**config.mk**
```make
export PLATFORM = sky130hd
export DESIGN_NAME = ctf_ram
export DESIGN_NICKNAME = d
export VERILOG_FILES = /design/src/sv/cartesian_to_frenet_top_macros.svh /design/src/sv/ctf_ram.sv
export SDC_FILE = /design/constraint.sdc
export NUM_CORES = 1
export LEC_CHECK = 0
export BUFFER_PORTS_ARGS = -buffer_cell sky130_fd_sc_hd__buf_4
export CELL_PAD_IN_SITES_DETAIL_PLACEMENT = 1
export CELL_PAD_IN_SITES_GLOBAL_PLACEMENT = 1
export CORE_UTILIZATION = 25
export CTS_CLUSTER_SIZE = 28
export DETAILED_ROUTE_END_ITERATION = 8
export PLACE_DENSITY_LB_ADDON = 0.1
export SETUP_SLACK_MARGIN = 0.1
export SLEW_MARGIN = 0
export SYNTH_ARGS = -nofsm -noshare
export SYNTH_HDL_FRONTEND = slang
export SYNTH_SLANG_ARGS = --single-unit
```
**constraint.sdc**
```tcl
create_clock -name clk -period 3.75 [get_ports clk]
set_input_delay 0.1875 -clock clk [delete_from_list [all_inputs] [get_ports clk]]
set_output_delay 0.1875 -clock clk [all_outputs]
set_load 0.05 [all_outputs]
```
**src/sv/cartesian_to_frenet_top_macros.svh**
```systemverilog
`ifndef CARTESIAN_TO_FRENET_TOP_MACROS_SVH
`define CARTESIAN_TO_FRENET_TOP_MACROS_SVH

// property checked at every clock edge outside reset
`define CTF_ASSERT(lbl, prop, msg) \
	lbl: assert property (@(posedge clk) disable iff (!arst_n) prop) else $error(msg);

// condition in one cycle implies consequence in the next
`define CTF_ASSERT_NEXT(lbl, pre, post, msg) \
	lbl: assert property (@(posedge clk) disable iff (!arst_n) (pre) |=> (post)) else $error(msg);

`endif

```
**src/sv/ctf_ram.sv**
```systemverilog
`default_nettype none
module ctf_ram #(
	parameter int WIDTH = 8,
	parameter int DEPTH = 16
) (
	input wire logic clk,
	input wire logic we,
	input wire logic [$clog2(DEPTH)-1:0] addr,
	input wire logic [WIDTH-1:0] wdata,
	output logic [WIDTH-1:0] rdata
);
	logic [WIDTH-1:0] mem [DEPTH];

	always_ff @(posedge clk) begin
		if (we) begin
			mem[addr] <= wdata;
		end
		rdata <= mem[addr];
	end
endmodule
`default_nettype wire

```
==> summary.md, run 1 <==
| Metric | Value |
|---|---|
| Req. time, crit path | around 3.8 ns |
| Gr ovfl total | 0 |
| Worst slew pin tran | about 0.9 ns |
| Highest routed layer | met4 |
| Iteration-0 DRC Markers | 141 |
| Fillers | roughly 2000 |
| Period utilization | 0.475 |
| Commonest cells after routing, fill and taps aside | edfxtp_1, mux4_2, buf_4 |
| Hold crit path type | in -> reg |
| Vias in the first global route | roughly 2500 |
| Slew Limit Headroom | 0.399 |
| Largest net degree at the start of global routing | 40 |
| P_leak | around 0.002 uW |
| Critical path peak fanout | 39 |
| CP Capture Type | flop |
| Max Slew Vio Count | 0 |
| Clock Pin Slew Worst Setup and Hold Paths | 0.06 ns |
| Register bit total from synthesis | roughly 140 |
| Die height | between 100 and 150 um |
| Hold-fix buffers at CTS | 0 |
| Final GP Congestion | about 0.66 |
| Syn Area/Cell | 22.0 um2 |
| Final critical-path required period | around 1.8 ns |
| Detailed-route via count | 2278 |
| Final core utilization | 0.319 |
| Final ANT Viol Nets | 0 |
| Final setup violating endpoints | 0 |
| Routed length per instance | between 20 and 25 um |
| Rows | 51 |
| Clk_lat worst skew | between 0.4 and 0.5 ns |
| Pre-antenna DRT Iters | 4 |
| Die X | between 100 and 150 um |
| Clock root buffer | clkbuf_16 |
| Max Buffers Root-to-Sink | 2 |
| Via density | 4.21 |
| Status | complete, no violations |
| Ant diodes | 0 |
| Power per Cell Area | 635 nW/um2 |
| DR DRC count | 0 |
| Layout area overhead | 23.6% |
| Layout cells sized above 1 | 0.322 |
| Final Skew | around 0.0043 ns |
| Post-Syn Instances | 230 |
| Top-Level Pins | 22 |
| Worst setup path category | in -> reg |
| Fin Setup TNS | 0 ns |
| GRT Util Overall | 0.126 |
| Syn. warnings | 0 |
| Sequential-to-total area share from yosys stat | 0.790 |
| Postcts setup bufs | 0 |
| Full die area | about 21000 um2 |
| CTS tree | done |
| Layout Nets | 277 |
| Initial antenna violation count | 0 |
| Cell Area, Synth | just over 5000 um2 |
| Syn Nets | 244 |
| Peak VDD IR | 294 uV |
| WL final | 11800 um |
| DR WL met3 | 292 um |
| Starting density of the core | 0.258 |
| Total CTS buffers | 17 |
| Register-to-Register Path Depth | 3 |
| Wl on met1 | roughly 5300 um |
| Final Hold Fails | 0 |
| Post-CTS resize count | 0 |
| Clock Sinks | ~140 |
| Met2 Wirelength | 6050 um |
| CP arrival | between 1.5 and 2 ns |
| Core area | 19700 um2 |
| H-tree Lvls | 4 |
| Critical path launch point type | input port |
| I/O Buffers | 21 |
| DP HPWL | between 7000 and 8000 um |
| Most common cell after layout, fill and taps aside | edfxtp_1 |
| MaxCap Viol Count | 0 |
| Hold Crit Depth | 1 |
| Fmax | roughly 560 MHz |
| Library cells used by synthesis | 18 |
| First-pass GRT wire length | ~17000 um |
| RSZ-0062 raised after global routing | no |
## logic make-up after synthesis
family,Yosys count,share of synthesized area
AO/OA/AOI/OAI,16,0.0237
flip-flops,136,0.790
buffers and inverters,11,0.0119
AND/OR/NAND/NOR,35,0.0321
multiplexers,32,0.142
## layer usage
metal  global-route usage  vias up
met2                0.209       27
met4               0.0465        0
met1                0.157     1217
met5                    0        -
met3               0.0358        8
li1                     -     1026
## worst paths after layout
path / slack (ns) / startpoint / end
worst max register to register: 2.34 / mem[3][5] / rdata[5]
worst min-delay path: 0.13 / wdata[3] / mem[4][3]
worst max-delay path: 1.97 / addr[0] / mem[1][3]
worst min register to register: 0.67 / mem[14][3] / rdata[3]
## synthesized netlist by cell type (all sizes together)
| library cell | number | area share |
|---|---|---|
| a22oi | 16 | 0.024 |
| and2 | 1 | 0.0012 |
| buf | 8 | 0.0094 |
| clkbuf | 3 | 0.0025 |
| dfxtp | 8 | 0.032 |
| edfxtp | 128 | 0.76 |
| mux4 | 32 | 0.14 |
| nand2 | 9 | 0.0067 |
| nand2b | 2 | 0.0025 |
| nand3 | 1 | 0.00099 |
| nand3b | 2 | 0.0030 |
| nor2 | 13 | 0.0096 |
| nor2b | 2 | 0.0025 |
| nor3 | 4 | 0.0040 |
| or3b | 1 | 0.0017 |
## flip-flops by register name, indices dropped and copies added (netlist names)
signal  count
mem       128
rdata       8
## stage by stage
| step | worst slack, ns | instances | area (um2) | hold WS [ns] | power (uW) |
|---|---|---|---|---|---|
| after floorplan | 2.07 | 230 | 5070 | 0.286 | 1860 |
| after global placement | 1.46 | 509 | 5530 | 0.556 | 1960 |
| after detailed placement | 1.44 | 509 | 5530 | 0.560 | 1960 |
| after CTS | 1.89 | 541 | 6260 | 0.121 | 4020 |
| after global routing | 1.76 | 541 | 6260 | 0.131 | 4090 |
| final | 1.97 | 541 | 6260 | 0.135 | 3970 |
## where the power goes
part	total [uW]	switching (uW)	internal, uW	leakage [uW]
logic	206	134	71.3	0.000432
clock network	2060	622	1440	0.000354
registers	1710	9.27	1700	0.00122
total	3970	765	3210	0.00201
## cell type report
cell class / count / area, um2 / share of cell area
Tap cell: 265 / 332 / 0.0529
Sequential cell: 136 / 4000 / 0.639
Clock inverter: 11 / 265 / 0.0424
Clock buffer: 21 / 470 / 0.0751
Timing Repair Buffer: 25 / 188 / 0.0300
Multi-Input combinational cell: 83 / 1000 / 0.160
## worst max-delay path, cell delays in order
cell,delay [ns]
buf_4,0.56
nand2b_1,0.28
nor2_1,0.76
Power figures use the tool's default switching activity.
==> run 2: changes to the inputs <==
==> constraint.sdc (replaced) <==
create_clock -name clk -period 1.6 [get_ports clk]
set_input_delay 0.08 -clock clk [delete_from_list [all_inputs] [get_ports clk]]
set_output_delay 0.08 -clock clk [all_outputs]
set_load 0.05 [all_outputs]
==> run 2 against run 1 <==
Clock skew is 0.0043 ns higher. Global-route usage is 0.23 points higher. Total power grew 120%. Non-clock buffer count grew 40. Sequential cell count did not move. Cell count up 7.4%. Cell area increased by 3.9%. Setup slack got worse by 1.8 ns. Register-to-register slack worse by 2.2 ns. First-iteration DRC count shrank 18%. Clock-buffer cell count grew 4. Critical endpoint is now rdata[0]. Via count is 8.7% higher.
==> summary.md, run 2 (synthesized netlist as in run 1, its figures left out) <==
| Metric | Value |
|---|---|
| Status | complete, no violations (unchanged) |
| Peak VDD IR | 659 uV (was 294 uV) |
| Gr ovfl total | 0 (unchanged) |
| Final GP Congestion | 0.660 (was 0.664) |
| Setup slack, reg-to-reg | 0.17 ns (was 2.34 ns) |
| Period utilization | 0.895 |
| R2r endpoint | rdata[0] (was rdata[5]) |
| Slew Limit Headroom | 0.485 (was 0.399) |
| CP max stage delay | 0.47 ns (was 0.76 ns) |
| Iteration-0 DRC Markers | 116 (was 141) |
| Critical path launch point type | flop (was input port) |
| Most common cell after layout, fill and taps aside | edfxtp_1 (unchanged) |
| CP endpoint | rdata[0] (was mem[1][3]) |
| Detailed-route via count | 2477 (was 2278) |
| Hold slack | 0.0127 ns (was 0.135 ns) |
| Total CTS buffers | 17 (unchanged) |
| Rows | 51 (unchanged) |
| I/O Buffers | 21 (unchanged) |
| CP max stage cell | mux4_2 (was nor2_1) |
| Die X | 144 um (unchanged) |
| Final critical-path required period | between 1 and 1.5 ns |
| RSZ-0062 raised after global routing | no (unchanged) |
| Final setup violating endpoints | 0 (unchanged) |
| Instance area after placement | 5820 um2 (was 5530 um2) |
| GRT Util Overall | 0.129 (was 0.126) |
| Max Slew Vio Count | 0 (unchanged) |
| Final ANT Viol Nets | 0 (unchanged) |
| WL final | 11800 um (about the same) |
| Initial antenna violation count | 0 (unchanged) |
| Crit-path cells | mux4_2 > a22oi_1 > nand2_1 (was buf_4 > nand2b_1 > nor2_1) |
| Final Skew | 0.00851 ns (was 0.00425 ns) |
| MaxCap Viol Count | 0 (unchanged) |
| Req. time, crit path | 1.90 ns (was 3.78 ns) |
| Worst setup path category | reg -> reg (was in -> reg) |
| Final Cell Area | 6500 um2 (was 6260 um2) |
| Die height | 144 um (unchanged) |
| Starting density of the core | 0.258 (unchanged) |
| Core area | 19700 um2 (unchanged) |
| H-tree Lvls | 4 (unchanged) |
| Clk_lat worst skew | 0.42 ns (was 0.41 ns) |
| Crit. Startpoint | mem[1][0] (was addr[0]) |
| Worst Hold Launch | wdata[4] (was wdata[3]) |
| Ant diodes | 0 (unchanged) |
| Clock Sinks | 136 (unchanged) |
| Max reg flops | 128 (unchanged) |
| Commonest cells after routing, fill and taps aside | edfxtp_1, buf_4, mux4_2 (was edfxtp_1, mux4_2, buf_4) |
| Layout area overhead | 28.4% (was 23.6%) |
| Register-to-Register Path Depth | 3 (unchanged) |
| Fmax | 698 MHz |
| P_leak | 0.00217 uW (was 0.00201 uW) |
| Hold crit path type | in -> reg (unchanged) |
| CP arrival | 1.73 ns (was 1.82 ns) |
| Critical R2R Launch | mem[1][0] (was mem[3][5]) |
| First-pass GRT wire length | 17800 um (was 17300 um) |
| DP HPWL | 8080 um (was 7250 um) |
| Clock Pin Slew Worst Setup and Hold Paths | 0.06 ns (about the same) |
| Pre-antenna DRT Iters | 4 (unchanged) |
| Power per Cell Area | 1320 nW/um2 (was 635 nW/um2) |
| Layout Nets | 317 (was 277) |
| Fin Setup TNS | 0 ns (unchanged) |
| Clock root buffer | clkbuf_16 (unchanged) |
| Critical path peak fanout | 1 (was 39) |
| Largest registers | mem x128, rdata x8 (unchanged) |
| CTS tree | done (unchanged) |
| Routed length per instance | 20.4 um (was 21.9 um) |
| Postcts setup bufs | 0 (unchanged) |
| Full die area | 20800 um2 (unchanged) |
| Via density | 4.26 (was 4.21) |
| Most flops, register | mem (unchanged) |
| CP Capture Type | flop (unchanged) |
| Max Buffers Root-to-Sink | 2 (unchanged) |
| Worst slew pin tran | 0.770 ns (was 0.899 ns) |
| Final Hold Fails | 0 (unchanged) |
| Layout cells sized above 1 | 0.386 (was 0.322) |
| Vias in the first global route | 2784 (was 2545) |
| DR DRC count | 0 (unchanged) |
| Largest net degree at the start of global routing | 17 (was 40) |
| Top-Level Pins | 22 (unchanged) |
[run 2: cell types whose count changed in the layout (fill, tap and decap cells not counted), sizes merged]
cell / previous run / this run
bufinv: 8 / 3
clkinvlp: 1 / 2
clkbuf: 21 / 25
dlygate4sd3: 0 / 6
buf: 25 / 59
[run 2: how the worst min path moves through the flow]
stage / endpoint / slack, ns / depth (start not counted)
final: mem[7][4] / 0.01 / 1
after floorplan: mem[0][0] / 0.18 / 0
after CTS: mem[7][4] / 0.005 / 1
after global placement: mem[12][2] / 0.42 / 1
after detailed placement: mem[12][2] / 0.42 / 1
after global routing: mem[7][4] / 0.02 / 1
[run 2: per-layer routing]
metal  share of wire  global-route usage  vias up
li1                -                   -     1106
met1            0.47               0.164     1326
met2            0.49               0.205       30
met3           0.021              0.0278       15
met4           0.021              0.0681        0
met5               0                   0        -
[run 2: worst max-delay path, delay by kind of cell (launching register included)]
| family | cells | cell delay, ns |
|---|---|---|
| flip-flops | 1 | 0.39 |
| AO/OA/AOI/OAI | 1 | 0.36 |
| AND/OR/NAND/NOR | 1 | 0.10 |
| multiplexers | 1 | 0.47 |
[run 2: power breakdown]
| group | leakage [uW] | internal, uW | switching [uW] |
|---|---|---|---|
| sequential | 0.00122 | 3980 | 22.8 |
| combinational | 0.000643 | 222 | 316 |
| clock | 0.000299 | 2650 | 1390 |
[run 2: cell type report]
type | count | area (um2)
multi-input combinational | 83 | 1010
timing repair buffer | 65 | 541
clock buffer | 25 | 505
clock inverter | 7 | 115
tap | 265 | 332
fill | 2008 | 13100
sequential | 136 | 4000
[run 2: through the flow]
stage | setup slack, ns | power [uW] | utilization | std cells
final | 0.168 | 8590 | 0.331 | 581
after global routing | 0.119 | 8880 | 0.331 | 581
after CTS | 0.180 | 8730 | 0.331 | 581
after detailed placement | -0.0615 | 4630 | 0.296 | 543
after global placement | -0.0771 | 4630 | 0.296 | 543
after floorplan | 0.0819 | 4360 | - | 230
[run 2: what timing repair did]
item,in CTS,in global routing
resized for setup,0,0
hold buffers,6,0
hold endpoints to repair,85,0
==> run 3: changes to the inputs <==
--- a/config.mk
+++ b/config.mk
@@ -8,7 +8,7 @@
 export BUFFER_PORTS_ARGS = -buffer_cell sky130_fd_sc_hd__buf_4
 export CELL_PAD_IN_SITES_DETAIL_PLACEMENT = 1
 export CELL_PAD_IN_SITES_GLOBAL_PLACEMENT = 1
-export CORE_UTILIZATION = 25
+export CORE_UTILIZATION = 45
 export CTS_CLUSTER_SIZE = 28
 export DETAILED_ROUTE_END_ITERATION = 8
 export PLACE_DENSITY_LB_ADDON = 0.1
==> run 3 against run 2 <==
Via count rose by 1.5%. Worst hold slack better by 0.11 ns. Maximum frequency grew 2.8%. Largest cell class unchanged. Combinational power decreased by 4.3%. Wire length fell by 7.9%. First-iteration DRC count rose by 32%. Clock power down 9.4%. Largest power group is now sequential cells.
==> summary.md, run 3 (synthesized netlist as in run 1, its figures left out) <==
| Metric | Value |
|---|---|
| Status | complete, no violations (unchanged) |
| DR DRC count | 0 (unchanged) |
| Final Skew | 0.00661 ns (was 0.00851 ns) |
| Layout Nets | 310 (was 317) |
| H-tree Lvls | 4 (unchanged) |
| RSZ-0062 raised after global routing | no (unchanged) |
| Power per Cell Area | 1320 nW/um2 (about the same) |
| Req. time, crit path | 2.02 ns (was 1.90 ns) |
| Hold crit path type | in -> reg (unchanged) |
| Fin Setup TNS | 0 ns (unchanged) |
| Routed length per instance | 24.3 um (was 20.4 um) |
| Final setup violating endpoints | 0 (unchanged) |
| WL final | 10900 um (was 11800 um) |
| Final Power | 8200 uW (was 8590 uW) |
| Final Hold Fails | 0 (unchanged) |
| Final GP Congestion | 0.714 (was 0.660) |
| Period utilization | 0.871 (was 0.895) |
| Clock root buffer | clkbuf_8 (was clkbuf_16) |
| Commonest cells after routing, fill and taps aside | edfxtp_1, buf_4, mux4_2 (unchanged) |
| Clock Pin Slew Worst Setup and Hold Paths | 0.06 ns (about the same) |
| Max reg flops | 128 (unchanged) |
| Critical path launch point type | flop (unchanged) |
| Critical R2R Launch | mem[1][2] (was mem[1][0]) |
| Die height | 108 um (was 144 um) |
| Final ANT Viol Nets | 0 (unchanged) |
| Vias in the first global route | 2706 (was 2784) |
| Via density | 5.60 (was 4.26) |
| Final critical-path required period | 1.39 ns (was 1.43 ns) |
| Hold Crit Depth | 4 (was 1) |
| Max Slew Vio Count | 0 (unchanged) |
| Largest net degree at the start of global routing | 20 (was 17) |
| Initial antenna violation count | 0 (unchanged) |
| Postcts setup bufs | 0 (unchanged) |
| Pre-antenna DRT Iters | 4 (unchanged) |
| Iteration-0 DRC Markers | 153 (was 116) |
| Peak VDD IR | 948 uV (was 659 uV) |
| Crit. Startpoint | mem[1][2] (was mem[1][0]) |
| Most common cell after layout, fill and taps aside | edfxtp_1 (unchanged) |
| Top-Level Pins | 22 (unchanged) |
| Fmax | 718 MHz (was 698 MHz) |
| Worst slew pin tran | 0.904 ns (was 0.770 ns) |
| Clk_lat worst skew | 0.54 ns (was 0.42 ns) |
| Worst Hold Launch | addr[0] (was wdata[4]) |
| Slew Limit Headroom | 0.396 (was 0.485) |
| Most flops, register | mem (unchanged) |
| Largest registers | mem x128, rdata x8 (unchanged) |
| MaxCap Viol Count | 0 (unchanged) |
| Max Buffers Root-to-Sink | 2 (unchanged) |
| Rows | 38 (was 51) |
| Ant diodes | 0 (unchanged) |
| Total CTS buffers | 17 (unchanged) |
| First-pass GRT wire length | 16200 um (was 17800 um) |
| Detailed-route via count | 2515 (was 2477) |
| Layout area overhead | 22.6% (was 28.4%) |
| Min-Delay Endpoint | rdata[1] (was mem[7][4]) |
| CP Capture Type | flop (unchanged) |
| CP arrival | 1.81 ns (was 1.73 ns) |
| Full die area | 11700 um2 (was 20800 um2) |
| Gr ovfl total | 0 (unchanged) |
| CTS tree | done (unchanged) |
| I/O Buffers | 21 (unchanged) |
| Layout cells sized above 1 | 0.350 (was 0.386) |
| P_leak | 0.00209 uW (was 0.00217 uW) |
| Fillers | 944 (was 2008) |
| Die X | 108 um (was 144 um) |
| DP HPWL | 6850 um (was 8080 um) |
| R2r endpoint | rdata[2] (was rdata[0]) |
| Setup slack, reg-to-reg | 0.21 ns (was 0.17 ns) |
| Register-to-Register Path Depth | 3 (unchanged) |
| Core area | 10900 um2 (was 19700 um2) |
| Starting density of the core | 0.465 (was 0.258) |
| Critical path peak fanout | 1 (unchanged) |
| Worst setup path category | reg -> reg (unchanged) |
| Clock Sinks | 136 (unchanged) |
| GRT Util Overall | 0.211 (was 0.129) |
run 3: critical path, stage by stage, from the launching register on:
cell and delay, ns:
edfxtp_1 0.38, mux4_2 0.45, a22oi_1 0.35, nand2_1 0.09
run 3: how the worst max path moves through the flow:
stage / end
final: rdata[2]
after global routing: rdata[2]
after CTS: rdata[2]
after detailed placement: mem[1][7]
after global placement: mem[1][5]
after floorplan: mem[12][0]
run 3: metal layers:
metal,vias up,GRT usage,share of wire
li1,1094,-,-
met1,1336,0.267,0.43
met2,71,0.339,0.51
met3,14,0.0639,0.051
met4,0,0.0881,0.017
met5,-,0,0
run 3: repair_timing:
action | in CTS | in global routing
resized for setup | 0 | 0
hold endpoints to repair | 128 | 0
hold buffers | 8 | 0
run 3: final cells by class:
class | count | area (um2) | share of cell area
repair buffers | 58 | 468 | 0.0753
flip-flops and latches | 136 | 4000 | 0.645
multi-input cells | 83 | 1010 | 0.162
well taps | 140 | 175 | 0.0282
clock buffers | 19 | 422 | 0.0679
clock inverters | 13 | 135 | 0.0218
run 3: where the power goes:
group          leakage (uW)  internal [uW]  switching (uW)  total, uW
clock network      0.000270           2330            1350       3670
registers           0.00122           3980            23.2       4010
logic              0.000598            209             307        515
run 3: metrics by stage:
step	hold slack (ns)	cells	util	setup WS, ns	cell area, um2
6_report	0.126	449	0.571	0.207	6210
5_1_grt	0.163	449	0.571	0.125	6210
4_1_cts	0.116	449	0.571	0.211	6210
3_5_place_dp	0.407	409	0.512	0.0553	5580
3_3_place_gp	0.394	409	0.512	0.0400	5580
2_1_floorplan	0.179	230	-	0.0819	5070
